`src/rtl/core/cpu8alu_pkg.sv`:
```
`timescale 1ns / 1ps

package cpu8alu_pkg;

   localparam int ACTION_W = 5;
   localparam int BYTE_W   = 8;
   localparam int WORD_W   = 16;

   localparam logic [ACTION_W-1:0] ACT_ADD   = 5'd0;
   localparam logic [ACTION_W-1:0] ACT_ADC   = 5'd1;
   localparam logic [ACTION_W-1:0] ACT_SUB   = 5'd2;
   localparam logic [ACTION_W-1:0] ACT_SBC   = 5'd3;
   localparam logic [ACTION_W-1:0] ACT_AND   = 5'd4;
   localparam logic [ACTION_W-1:0] ACT_OR    = 5'd5;
   localparam logic [ACTION_W-1:0] ACT_XOR   = 5'd6;
   localparam logic [ACTION_W-1:0] ACT_CP    = 5'd7;
   localparam logic [ACTION_W-1:0] ACT_INC8  = 5'd8;
   localparam logic [ACTION_W-1:0] ACT_DEC8  = 5'd9;
   localparam logic [ACTION_W-1:0] ACT_INC16 = 5'd10;
   localparam logic [ACTION_W-1:0] ACT_DEC16 = 5'd11;
   localparam logic [ACTION_W-1:0] ACT_ADD16 = 5'd12;
   localparam logic [ACTION_W-1:0] ACT_ADDSP = 5'd13;
   localparam logic [ACTION_W-1:0] ACT_DAA   = 5'd14;
   localparam logic [ACTION_W-1:0] ACT_CPL   = 5'd15;
   localparam logic [ACTION_W-1:0] ACT_CCF   = 5'd16;
   localparam logic [ACTION_W-1:0] ACT_SCF   = 5'd17;
   localparam logic [ACTION_W-1:0] ACT_RLCA  = 5'd18;
   localparam logic [ACTION_W-1:0] ACT_RRCA  = 5'd19;
   localparam logic [ACTION_W-1:0] ACT_RLA   = 5'd20;
   localparam logic [ACTION_W-1:0] ACT_RRA   = 5'd21;

   localparam logic [BYTE_W-1:0] DAA_HI_ADJ   = 8'h60;
   localparam logic [BYTE_W-1:0] DAA_LO_ADJ   = 8'h06;
   localparam logic [BYTE_W-1:0] DAA_HI_LIMIT = 8'h99;
   localparam logic [3:0]        DAA_LO_LIMIT = 4'h9;

   typedef struct packed {
      logic z;
      logic n;
      logic h;
      logic c;
   } flags_type;

endpackage

```
`src/rtl/core/cpu8_alu_with_flags_top.sv`:
```
`timescale 1ns / 1ps

// Accumulator ALU with zero, subtract, half carry and carry flags.
// Each request on the req_ channel carries one action code, a 16-bit operand
// and a 16-bit wide operand (HL or SP). The action runs against the kept
// accumulator and flags, and exactly one response on the rsp_ channel
// returns the new accumulator, a 16-bit data result and the four flags.
// A request is taken when req_valid is high and req_stall is low; a response
// is taken when rsp_valid is high and rsp_stall is low.
// The response is valid in the cycle after the request is taken. Throughput is
// one request per cycle while req_stall is low, set by the single register
// stage that holds the response and the accumulator and flags together.
// The accumulator and flags update when a request is taken, so the next
// request sees them at once.
// While the receiver stalls, the response is held and req_stall is raised
// only if a response is already waiting; a request is taken in the same cycle
// that the waiting response is taken.
// Reset clears the accumulator, the flags and the response valid bit.
module cpu8_alu_with_flags_top (
   input  logic                             clock,
   input  logic                             reset,
   input  logic                             req_valid,
   output logic                             req_stall,
   input  logic [cpu8alu_pkg::ACTION_W-1:0] req_action,
   input  logic [cpu8alu_pkg::WORD_W-1:0]   req_operand,
   input  logic [cpu8alu_pkg::WORD_W-1:0]   req_wide_operand,
   output logic                             rsp_valid,
   input  logic                             rsp_stall,
   output logic [cpu8alu_pkg::BYTE_W-1:0]   rsp_acc_out,
   output logic [cpu8alu_pkg::WORD_W-1:0]   rsp_data_out,
   output logic                             rsp_zero_flag,
   output logic                             rsp_sub_flag,
   output logic                             rsp_half_carry_flag,
   output logic                             rsp_carry_flag
);
   import cpu8alu_pkg::*;

   logic [BYTE_W-1:0] acc_ff;
   logic [BYTE_W-1:0] acc_in;
   flags_type         flags_ff;
   flags_type         flags_in;
   logic              rsp_valid_ff;
   logic              rsp_valid_in;
   logic [BYTE_W-1:0] rsp_acc_ff;
   logic [WORD_W-1:0] rsp_data_ff;
   logic [WORD_W-1:0] data_in;
   flags_type         rsp_flags_ff;
   logic              req_take;

   logic [BYTE_W-1:0] opb;
   logic              cin_add;
   logic              cin_sub;
   logic [BYTE_W:0]   add_sum;
   logic [4:0]        add_half;
   logic [BYTE_W:0]   sub_diff;
   logic [4:0]        sub_half;
   logic [BYTE_W-1:0] and_res;
   logic [BYTE_W-1:0] or_res;
   logic [BYTE_W-1:0] xor_res;
   logic [BYTE_W-1:0] inc8_res;
   logic [BYTE_W-1:0] dec8_res;
   logic [WORD_W:0]   add16_sum;
   logic [12:0]       add16_half;
   logic [WORD_W-1:0] addsp_res;
   logic [BYTE_W:0]   addsp_low;
   logic [4:0]        addsp_half;
   logic              daa_hi;
   logic              daa_lo;
   logic [BYTE_W-1:0] daa_adj;
   logic [BYTE_W-1:0] daa_res;
   logic              daa_c;

   assign req_take     = req_valid && !req_stall;
   assign req_stall    = rsp_valid_ff && rsp_stall;
   assign rsp_valid_in = req_take || (rsp_valid_ff && rsp_stall);

   assign opb     = req_operand[BYTE_W-1:0];
   assign cin_add = (req_action == ACT_ADC) && flags_ff.c;
   assign cin_sub = (req_action == ACT_SBC) && flags_ff.c;

   assign add_sum  = {1'b0, acc_ff} + {1'b0, opb} + {{BYTE_W{1'b0}}, cin_add};
   assign add_half = {1'b0, acc_ff[3:0]} + {1'b0, opb[3:0]} + {4'd0, cin_add};
   assign sub_diff = {1'b0, acc_ff} - {1'b0, opb} - {{BYTE_W{1'b0}}, cin_sub};
   assign sub_half = {1'b0, acc_ff[3:0]} - {1'b0, opb[3:0]} - {4'd0, cin_sub};

   assign and_res = acc_ff & opb;
   assign or_res  = acc_ff | opb;
   assign xor_res = acc_ff ^ opb;

   assign inc8_res = opb + 8'd1;
   assign dec8_res = opb - 8'd1;

   assign add16_sum  = {1'b0, req_wide_operand} + {1'b0, req_operand};
   assign add16_half = {1'b0, req_wide_operand[11:0]} + {1'b0, req_operand[11:0]};

   assign addsp_res  = req_wide_operand + {{BYTE_W{opb[BYTE_W-1]}}, opb};
   assign addsp_low  = {1'b0, req_wide_operand[BYTE_W-1:0]} + {1'b0, opb};
   assign addsp_half = {1'b0, req_wide_operand[3:0]} + {1'b0, opb[3:0]};

   assign daa_hi  = flags_ff.c || (acc_ff > DAA_HI_LIMIT);
   assign daa_lo  = flags_ff.h || (acc_ff[3:0] > DAA_LO_LIMIT);

   always_comb begin
      if (flags_ff.n) begin
         daa_adj = (flags_ff.c ? DAA_HI_ADJ : 8'd0) | (flags_ff.h ? DAA_LO_ADJ : 8'd0);
         daa_res = acc_ff - daa_adj;
         daa_c   = flags_ff.c;
      end else begin
         daa_adj = (daa_hi ? DAA_HI_ADJ : 8'd0) | (daa_lo ? DAA_LO_ADJ : 8'd0);
         daa_res = acc_ff + daa_adj;
         daa_c   = daa_hi;
      end
   end

   always_comb begin
      acc_in   = acc_ff;
      flags_in = flags_ff;
      data_in  = '0;
      unique case (req_action) inside
         ACT_ADD, ACT_ADC: begin
            acc_in   = add_sum[BYTE_W-1:0];
            flags_in = '{z: (add_sum[BYTE_W-1:0] == 8'd0), n: 1'b0,
                         h: add_half[4], c: add_sum[BYTE_W]};
         end
         ACT_SUB, ACT_SBC, ACT_CP: begin
            if (req_action != ACT_CP) begin
               acc_in = sub_diff[BYTE_W-1:0];
            end
            flags_in = '{z: (sub_diff[BYTE_W-1:0] == 8'd0), n: 1'b1,
                         h: sub_half[4], c: sub_diff[BYTE_W]};
         end
         ACT_AND: begin
            acc_in   = and_res;
            flags_in = '{z: (and_res == 8'd0), n: 1'b0, h: 1'b1, c: 1'b0};
         end
         ACT_OR: begin
            acc_in   = or_res;
            flags_in = '{z: (or_res == 8'd0), n: 1'b0, h: 1'b0, c: 1'b0};
         end
         ACT_XOR: begin
            acc_in   = xor_res;
            flags_in = '{z: (xor_res == 8'd0), n: 1'b0, h: 1'b0, c: 1'b0};
         end
         ACT_INC8: begin
            data_in  = {{BYTE_W{1'b0}}, inc8_res};
            flags_in = '{z: (inc8_res == 8'd0), n: 1'b0,
                         h: (opb[3:0] == 4'hF), c: flags_ff.c};
         end
         ACT_DEC8: begin
            data_in  = {{BYTE_W{1'b0}}, dec8_res};
            flags_in = '{z: (dec8_res == 8'd0), n: 1'b1,
                         h: (opb[3:0] == 4'h0), c: flags_ff.c};
         end
         ACT_INC16: begin
            data_in = req_operand + 16'd1;
         end
         ACT_DEC16: begin
            data_in = req_operand - 16'd1;
         end
         ACT_ADD16: begin
            data_in  = add16_sum[WORD_W-1:0];
            flags_in = '{z: flags_ff.z, n: 1'b0, h: add16_half[12], c: add16_sum[WORD_W]};
         end
         ACT_ADDSP: begin
            data_in  = addsp_res;
            flags_in = '{z: 1'b0, n: 1'b0, h: addsp_half[4], c: addsp_low[BYTE_W]};
         end
         ACT_DAA: begin
            acc_in   = daa_res;
            flags_in = '{z: (daa_res == 8'd0), n: flags_ff.n, h: 1'b0, c: daa_c};
         end
         ACT_CPL: begin
            acc_in   = ~acc_ff;
            flags_in = '{z: flags_ff.z, n: 1'b1, h: 1'b1, c: flags_ff.c};
         end
         ACT_CCF: begin
            flags_in = '{z: flags_ff.z, n: 1'b0, h: 1'b0, c: !flags_ff.c};
         end
         ACT_SCF: begin
            flags_in = '{z: flags_ff.z, n: 1'b0, h: 1'b0, c: 1'b1};
         end
         ACT_RLCA: begin
            acc_in   = {acc_ff[BYTE_W-2:0], acc_ff[BYTE_W-1]};
            flags_in = '{z: 1'b0, n: 1'b0, h: 1'b0, c: acc_ff[BYTE_W-1]};
         end
         ACT_RRCA: begin
            acc_in   = {acc_ff[0], acc_ff[BYTE_W-1:1]};
            flags_in = '{z: 1'b0, n: 1'b0, h: 1'b0, c: acc_ff[0]};
         end
         ACT_RLA: begin
            acc_in   = {acc_ff[BYTE_W-2:0], flags_ff.c};
            flags_in = '{z: 1'b0, n: 1'b0, h: 1'b0, c: acc_ff[BYTE_W-1]};
         end
         ACT_RRA: begin
            acc_in   = {flags_ff.c, acc_ff[BYTE_W-1:1]};
            flags_in = '{z: 1'b0, n: 1'b0, h: 1'b0, c: acc_ff[0]};
         end
         default: begin
            acc_in   = acc_ff;
            flags_in = flags_ff;
            data_in  = '0;
         end
      endcase
   end

   always_ff @(posedge clock) begin
      if (reset) begin
         acc_ff       <= '0;
         flags_ff     <= '0;
         rsp_valid_ff <= 1'b0;
      end else begin
         rsp_valid_ff <= rsp_valid_in;
         if (req_take) begin
            acc_ff   <= acc_in;
            flags_ff <= flags_in;
         end
      end
   end

   always_ff @(posedge clock) begin
      if (req_take) begin
         rsp_acc_ff   <= acc_in;
         rsp_data_ff  <= data_in;
         rsp_flags_ff <= flags_in;
      end
   end

   assign rsp_valid           = rsp_valid_ff;
   assign rsp_acc_out         = rsp_acc_ff;
   assign rsp_data_out        = rsp_data_ff;
   assign rsp_zero_flag       = rsp_flags_ff.z;
   assign rsp_sub_flag        = rsp_flags_ff.n;
   assign rsp_half_carry_flag = rsp_flags_ff.h;
   assign rsp_carry_flag      = rsp_flags_ff.c;

   a_reset_clears_valid: assert property (@(posedge clock) reset |=> !rsp_valid)
      else $error("response valid after reset");

   a_take_gives_response: assert property (@(posedge clock) disable iff (reset)
      req_take |=> rsp_valid)
      else $error("taken request gave no response");

   a_compare_keeps_acc: assert property (@(posedge clock) disable iff (reset)
      (req_take && req_action == ACT_CP) |=> (acc_ff == $past(acc_ff)))
      else $error("compare changed the accumulator");

   a_response_matches_state: assert property (@(posedge clock) disable iff (reset)
      rsp_valid |-> (rsp_acc_out == acc_ff && rsp_flags_ff == flags_ff))
      else $error("response disagrees with kept accumulator or flags");

endmodule

```
`config.mk`:
```
export PLATFORM = sky130hd
export DESIGN_NAME = cpu8_alu_with_flags_top
export DESIGN_NICKNAME = d
export VERILOG_FILES = /design/src/rtl/core/cpu8alu_pkg.sv /design/src/rtl/core/cpu8_alu_with_flags_top.sv
export SDC_FILE = /design/constraint.sdc
export NUM_CORES = 1
export LEC_CHECK = 0
export BUFFER_PORTS_ARGS = -buffer_cell sky130_fd_sc_hd__buf_2
export CAP_MARGIN = 40
export CORE_MARGIN = 4
export CORE_UTILIZATION = 50
export DETAILED_ROUTE_END_ITERATION = 16
export GPL_TIMING_DRIVEN = 1
export PLACE_DENSITY = 0.73
export SLEW_MARGIN = 10
export SYNTH_ARGS = -nofsm -noshare
export SYNTH_HDL_FRONTEND = slang
export SYNTH_SLANG_ARGS = --single-unit
```
`constraint.sdc`:
```
create_clock -name clock -period 4.6 [get_ports clock]
set_clock_uncertainty 0.05 [all_clocks]
set_input_delay 0.69 -clock clock [delete_from_list [all_inputs] [get_ports clock]]
set_output_delay 0.69 -clock clock [all_outputs]
set_load 0.05 [all_outputs]
```
Word level (Yosys, flattened, before mapping)
Index checks and enable logic that the tools add are counted.

Bits in registers: 41. Input port bits: 41. Word-level logic and storage cells: 95.

$add $sub $neg: 19. Magnitude comparators: 2. Equality and inequality tests: 23. Muxes and demuxes: 10. Bitwise gates (word level): 6. Reductions and logical operators: 23.

Operators with widths (number): $pmux 16 s6 (1); $pmux 8 s11 (1); $logic_not 8->1 (8); $pmux 4 s15 (1); $eq 5x4->1 const B (8); $eq 5x5->1 const B (6); $eq 5x3->1 const B (4); $add 8x8->9 (2); $add 16x16->17 (1); $add 16x1->16 const B (1); $add 16x16->16 (1); $mux 8 (2); $sub 16x1->16 const B (1); $mux 7 (2); $or 7x3->7 (2); $add 12x12->13 (1); $add 4x4->5 (2); $eq 5x2->1 const B (2); $add 9x1->9 (1); $sub 8x8->9 (1); $sub 9x1->9 (1); $add 8x1->8 const B (1); $add 8x7->8 (1); $and 8x8->8 (1); other kinds (22) (31).

Logic depth before layout (Yosys ltp)
Gate-level depths: netlist of run 1.

Word-level depth: 8. Gate-level depth with buffers: 18. Mapped depth without buffers: 17.

Least setup slack after synthesis of run 1
OpenSTA, ideal clock, no wires.

Path kind: input to register. Start: input port req_action[2] (netlist bit). End: register flags_ff[3] (netlist bit). Arrival time: 4.654 ns. Required time: 4.462 ns. Path slack: -0.192 ns. Stages on the path: 18. Path buffers: 1. Cell sequence: buf_2 > inv_1 > nand2_1 > nor3_1 > nand3_1 > fa_1 > inv_1 > ha_1 > or2_2 > fa_1 > o21a_1 > nor2_1 > o21ai_1 > xor2_1 > or2_2 > o41ai_1 > clkinv_1 > a311oi_2.

Longest elaborated chain between the ends: 5. Elaborated cells on any way between the ends: 31. Classes of those cells: 2 x add/sub; 19 x eq/ne; 1 x mux; 9 x reduce/logical.

RTL lines: start: declaration (RTL line cpu8_alu_with_flags_top.sv:24) `input logic [cpu8alu_pkg::ACTION_W-1:0] req_action,`; $eq 5x2->1 / $eq 5x1->1 (equally long branches) (RTL line cpu8_alu_with_flags_top.sv:79, cpu8_alu_with_flags_top.sv:78); $logic_and 1x1->1 (on tied branches) (RTL line cpu8_alu_with_flags_top.sv:79, cpu8_alu_with_flags_top.sv:78); $sub 9x1->9 / $add 9x1->9 (equally long branches) (RTL line cpu8_alu_with_flags_top.sv:83, cpu8_alu_with_flags_top.sv:81); $logic_not 8->1 (on tied branches) (RTL line cpu8_alu_with_flags_top.sv:129, cpu8_alu_with_flags_top.sv:122); $pmux 4 s15 * (RTL line cpu8_alu_with_flags_top.sv:119) `unique case (req_action) inside`; end signal: assignment (RTL line cpu8_alu_with_flags_top.sv:215) `flags_ff <= flags_in;`; end: declaration (RTL line cpu8_alu_with_flags_top.sv:40) `flags_type flags_ff;`.

Mark *: on every way between the ends. The rest lies on a longest branch, timed or not. A chain may end at the register's enable or synchronous reset.

Final worst setup path of run 1
Same ends and word-level chain as after synthesis.

==> impl_results.md, run 1 <==
* Seq/Total Area, Yosys at 0.183
* Period utilization at 0.931
* Post_cts resized at 0
* DRT Pass-1 Iters at 6
* ANT cells at 0
* Clk sink count at 41
* Fin nets at 956
* Post-DP Area at 0.00661 mm2
* Compound-gate portion of the synthesized area at 0.262
* Post-synthesis simple-gate area fraction at 0.199
* Synth Instances at 753
* Initial core utilization at 0.519
* Most frequent cells in the layout: 84 x nor2_1, 81 x ha_1, 70 x buf_2
* Core footprint at 0.0116 mm2
* Postcts setup bufs at 0
* Critical path launch point type: primary input
* WHS Path Cells at 2
* Top_reg_cell synth: edfxtp_1
* Post-synth EDFFs at 28
* Drc violations at 0
* GRT overflow at 0
* Vias in the first global route at 6061
* Worst EP arrival at 4.43 ns
* Initial antenna violation count at 1
* Setup TNS at 0 ns
* Num CTS Buffers at 5
* Clock Latency Late Sink at 0.29 ns
* GRT busiest layer: met2
* Commonest non-fill, non-tap cell in the layout: nor2_1
* Fin crit period at 4.28 ns
* Worst Max-Slew Pin Slew at 0.890 ns
* Met1 GRT Util at 0.357
* Maximum clock insertion buffer count at 2
* VDD IR-drop max at 0.000151 V
* Filler Cell Count at 1047
* Mux contribution to synthesized area at 0.0304
* Max_slew headroom at 0.405
* Final WL at 20100 um
* H-tree depth at 2
* Global-route wire length before repair at 31800 um
* Unrepaired setup endpoints after global routing: no
* Multi-input gate area at 0.00465 mm2
* Routed Antenna Nets at 0
* R2R depth at 14
* Critical Path RT at 4.75 ns
* Final Max Slew Viols at 0
* Die X at 118 um
* P&R area growth vs syn at 12.9%
* Largest family of logic cells by synthesized area: compound AO/OA/AOI/OAI gates
* GR Layer Usage met3 at 0.0365
* Vias at 6248
* Synthesized area at 0.00601 mm2
* HPWL Detailed at 15800 um
* Avg Cell Area, Syn at 7.98 um2
* Yosys warns at 0
* RePlAce Congestion at 0.993
* Lkg Pwr at 2.92 nW
* Final Hold Fails at 0
* Tot GR Track Use at 0.281
* CTS Hold Bufs at 0
* Largest net degree at the start of global routing at 32
* Worst-path fanout max at 4
* CP Class: primary input to register
* Post-route cell area at 0.00678 mm2
* Clk pin slew, worst setup/hold paths at 0.06 ns
* Root buf cell: clkbuf_16
* Sequential cell area at 0.00110 mm2
* Cell Pwr Density at 254 mW/mm2
* Die area at 0.0138 mm2
* Synth Area in Adders at 0.189
* Max Freq at 0.234 GHz
* Port bufs at 70
* Status: finished, final reports clean
* Met2 Track Usage GR at 0.478
* Yosys cell types at 74
* MaxCap Viol Count at 0
* Wire per inst at 20.7 um
* Worst Hold Class: register to register
* CTS tree: done
* First-iteration detailed-routing DRC count at 809
* Xor/xnor cell area share of the yosys netlist at 0.0904
* Vias per inst at 6.43
* Share of cells above drive strength 1 at 0.148
* Die H at 118 um
* Row cnt at 39
* Flops & latches, synth at 41
* Flop-to-flop setup slack at 0.88 ns
* Worst setup EP type: register
* Ys async rst share at 0
* I/O pins at 71
* Syn nets at 881
* Setup violators final at 0
[layout make-up]
cell class,count,share of cell area
Inverter,44,0.0243
Sequential cell,41,0.162
Clock inverter,3,0.00664
Tap cell,143,0.0264
Multi-Input combinational cell,643,0.685
Timing Repair Buffer,93,0.0767
Clock buffer,5,0.0184
[Yosys cell counts, types with 9 or more instances]
| cell type | number | area, um2 |
|---|---|---|
| a21oi_1 | 52 | 260 |
| a211oi_1 | 13 | 97.6 |
| nor2b_1 | 10 | 62.6 |
| nor4_1 | 11 | 68.8 |
| clkbuf_1 | 13 | 48.8 |
| mux2i_1 | 16 | 160 |
| o21ai_1 | 15 | 75.1 |
| nand3_1 | 18 | 90.1 |
| nand2b_1 | 11 | 68.8 |
| nand2_1 | 51 | 191 |
| dfxtp_1 | 13 | 260 |
| a22oi_1 | 12 | 90.1 |
| ha_1 | 81 | 1010 |
| nor2_1 | 85 | 319 |
| o22ai_1 | 12 | 75.1 |
| nor3_1 | 19 | 95.1 |
| a21o_1 | 13 | 97.6 |
| xnor2_1 | 44 | 385 |
| o21ai_0 | 22 | 110 |
| edfxtp_1 | 28 | 841 |
| a31oi_1 | 9 | 56.3 |
| inv_1 | 43 | 161 |
| xor2_1 | 18 | 158 |
[power breakdown]
part           total (mW)  switching, mW  internal (mW)
logic               0.857          0.544          0.313
clock network       0.418          0.161          0.258
registers           0.451         0.0185          0.432
[path summary, 6_finish.rpt]
path | to | startpoint
max reg2reg | flags_ff[3] | flags_ff[0]
min reg2reg | flags_ff[1] | flags_ff[1]
min | flags_ff[1] | flags_ff[1]
max | flags_ff[3] | req_action[2]
[kinds of logic after synthesis]
group,count (synthesis)
DFF,41
muxes,18
AOI/OAI and AO/OA,228
xor gates and xnor gates,62
buffers and inverters,69
adders and majority gates,87
and+or+nand+nor,248
[metrics by stage]
step | utilization | setup WS [ns] | hold WS (ns) | power (mW) | std cells
3_3_place_gp | 0.571 | 0.215 | 0.497 | 1.28 | 963
2_1_floorplan | - | 0.0558 | 0.456 | 1.07 | 753
5_1_grt | 0.586 | 0.0620 | 0.575 | 1.81 | 972
6_report | 0.586 | 0.319 | 0.529 | 1.73 | 972
4_1_cts | 0.586 | 0.370 | 0.527 | 1.71 | 971
3_5_place_dp | 0.571 | 0.0977 | 0.515 | 1.29 | 963
[worst max-delay path: stages]
cell and delay [ns]:
buf_2 0.12, inv_1 0.07, nand2_1 0.13, nor3_4 0.19, nand3_1 0.14, fa_1 0.52
inv_1 0.05, ha_1 0.17, or2_2 0.29, fa_1 0.38, o21a_1 0.18, nor2_1 0.14
o21ai_1 0.14, xor2_1 0.17, or2_2 0.28, o41ai_1 0.32, clkinv_1 0.19, a311oi_2 0.27
[registers in the layout, summed over array words and instances (netlist names)]
register             count
rsp_data_out            16
acc_ff                   8
rsp_acc_out              8
flags_ff                 4
rsp_carry_flag           1
rsp_half_carry_flag      1
rsp_sub_flag             1
rsp_valid                1
rsp_zero_flag            1
[per-layer routing]
metal	routed length (um)	share of wire
met1	8060	0.40
met2	9780	0.49
met3	1540	0.076
met4	747	0.037
met5	12	0.00060
Power figures use the tool's default switching activity.
==> run 2: changes to the inputs <==
Settings changed: ABC_AREA set to 1, CORE_MARGIN 4 to 1, PLACE_DENSITY 0.73 to 0.72.
==> impl_results.md, run 2 <==
* Flops & latches, synth at 41
* RePlAce Congestion at 0.997
* P&R area growth vs syn at 10.6%
* Final WL at 22000 um
* Port bufs at 70
* GRT overflow at 0
* Fin crit period at 3.51 ns
* Setup violators final at 0
* Routed Antenna Nets at 0
* Clk sink count at 41
* MaxCap Viol Count at 0
* Met1 GRT Util at 0.415
* Initial antenna violation count at 1
* Status: finished, final reports clean
* GRT busiest layer: met2
* DRT Pass-1 Iters at 5
* Die H at 117 um
* Final core utilization at 0.570
* Yosys warns at 0
* Yosys cell types at 46
* Vias per inst at 5.68
* VDD IR-drop max at 0.000156 V
* RR Startpoint: flags_ff[0]
* Post-synth top cells: 284 x nand2_1, 151 x inv_1, 116 x nand3_1
* Final Hold Fails at 0
* R2R depth at 15
* Wire per inst at 17.0 um
* Period utilization at 0.764
* Postcts setup bufs at 0
* Initial core utilization at 0.515
* Drc violations at 0
* Top_reg_cell synth: edfxtp_1
* Worst Max-Slew Pin Slew at 0.877 ns
* Cell Pwr Density at 245 mW/mm2
* R2R Path End: rsp_zero_flag
* Vias in the first global route at 6869
* Filler Cell Count at 1379
* Most frequent cells in the layout: 284 x nand2_1, 151 x inv_1, 116 x nand3_1
* Worst hold slack at 0.438 ns
* Num CTS Buffers at 5
* Row cnt at 41
* Ys async rst share at 0
* Vias at 7378
* Max_slew headroom at 0.413
* Fin nets at 1253
* Root buf cell: clkbuf_16
* Clock Latency Late Sink at 0.31 ns
* Syn nets at 1186
* CP Capture Point: rsp_acc_out[4]
* Setup WS pre-CTS at 0.782 ns
* HPWL Detailed at 17800 um
* Core footprint at 0.0127 mm2
* Seq/Total Area, Yosys at 0.168
* Clk pin slew, worst setup/hold paths at 0.07 ns
* Commonest non-fill, non-tap cell in the layout: nand2_1
* Total power at 1.78 mW
* Avg Cell Area, Syn at 6.20 um2
* Largest net degree at the start of global routing at 38
* Unrepaired setup endpoints after global routing: no
* Tot GR Track Use at 0.337
* First-iteration detailed-routing DRC count at 521
* Max Freq at 0.285 GHz
* Critical Path RT at 4.61 ns
* CP Class: primary input to register
* Worst-path fanout max at 9
* Yosys top cell by area: nand2_1
* Post_cts resized at 0
* Flop-to-flop setup slack at 1.32 ns
* GR Layer Usage met3 at 0.0467
* Synthesized area at 0.00656 mm2
* Most frequent cell after synthesis: nand2_1
* Die area at 0.0136 mm2
* Top cells by area, synth: nand2_1 16%, ha_1 15%, edfxtp_1 13%
* Worst Hold Class: register to register
* Max reg flops at 16
* CTS tree: done
* Final Max Slew Viols at 0
* Met2 Track Usage GR at 0.579
* Global-route wire length before repair at 34600 um
* Worst EP arrival at 3.52 ns
* Synth Instances at 1058
* Synth top area share at 0.163
* Die X at 117 um
* Worst setup EP type: register
* Setup TNS at 0 ns
* ANT cells at 0
* Critical path launch point type: primary input
* H-tree depth at 2
* Share of cells above drive strength 1 at 0.0986
* Maximum clock insertion buffer count at 2
* Setup ws final at 1.09 ns
* Post-synth EDFFs at 28
* I/O pins at 71
* Lkg Pwr at 3.86 nW
* Worst Setup SP: req_action[1]
* CTS Hold Bufs at 0
run 2: worst min-delay path by stage:
| stage | from | endpoint | slack, ns | cells after the start |
|---|---|---|---|---|
| CTS | rsp_valid | rsp_valid | 0.44 | 2 |
| detailed placement | rsp_valid | rsp_valid | 0.43 | 2 |
| floorplan | flags_ff[3] | flags_ff[3] | 0.48 | 4 |
| global placement | rsp_valid | rsp_valid | 0.43 | 2 |
| global route | rsp_valid | rsp_valid | 0.48 | 2 |
| finish | rsp_valid | rsp_valid | 0.44 | 2 |
run 2: routing by layer:
metal,vias to the layer above,part of all wire
met5,-,0.00059
met4,2,0.037
met3,55,0.058
met2,260,0.48
met1,3356,0.42
li1,3705,-
run 2: worst max-delay path: stages:
cell and delay [ns]:
buf_2 0.20, nand2_1 0.07, inv_1 0.12, nand4_1 0.14, fa_1 0.53, inv_1 0.05, ha_1 0.16, inv_1 0.05
nand2_1 0.09, fa_1 0.42, inv_1 0.07, nand2_1 0.06, nand2_1 0.06, nand2_1 0.09, nand2_1 0.07, nand2_1 0.06
nand2_1 0.11, o21ai_0 0.11, a211oi_1 0.29, nand2_1 0.08
run 2: where the power goes:
group          switching (mW)  total, mW  internal (mW)
Sequential             0.0269      0.460          0.433
Combinational           0.607      0.879          0.272
Clock                   0.178      0.436          0.258
run 2: layout make-up:
cell class / instances / area, um2 / share of cell area
clock buffer: 5 / 125 / 0.0173
timing repair buffer: 72 / 365 / 0.0504
inverter: 155 / 582 / 0.0802
sequential: 41 / 1100 / 0.152
multi-input combinational: 850 / 4820 / 0.664
tap: 172 / 215 / 0.0297
clock inverter: 3 / 45.0 / 0.00621
run 2: cells by family after synthesis:
| kind of cell | share of synthesized area |
|---|---|
| AO/OA/AOI/OAI | 0.162 |
| flip-flops | 0.168 |
| adder cells (fa/ha/maj) | 0.173 |
| AND/OR/NAND/NOR | 0.378 |
| XOR/XNOR | 0.0214 |
| buffers and inverters | 0.0981 |
run 2: metrics by stage:
stage | area, um2 | cells
2_1_floorplan | 6560 | 1058
3_3_place_gp | 7080 | 1290
3_5_place_dp | 7080 | 1290
4_1_cts | 7250 | 1298
5_1_grt | 7250 | 1298
6_report | 7250 | 1298
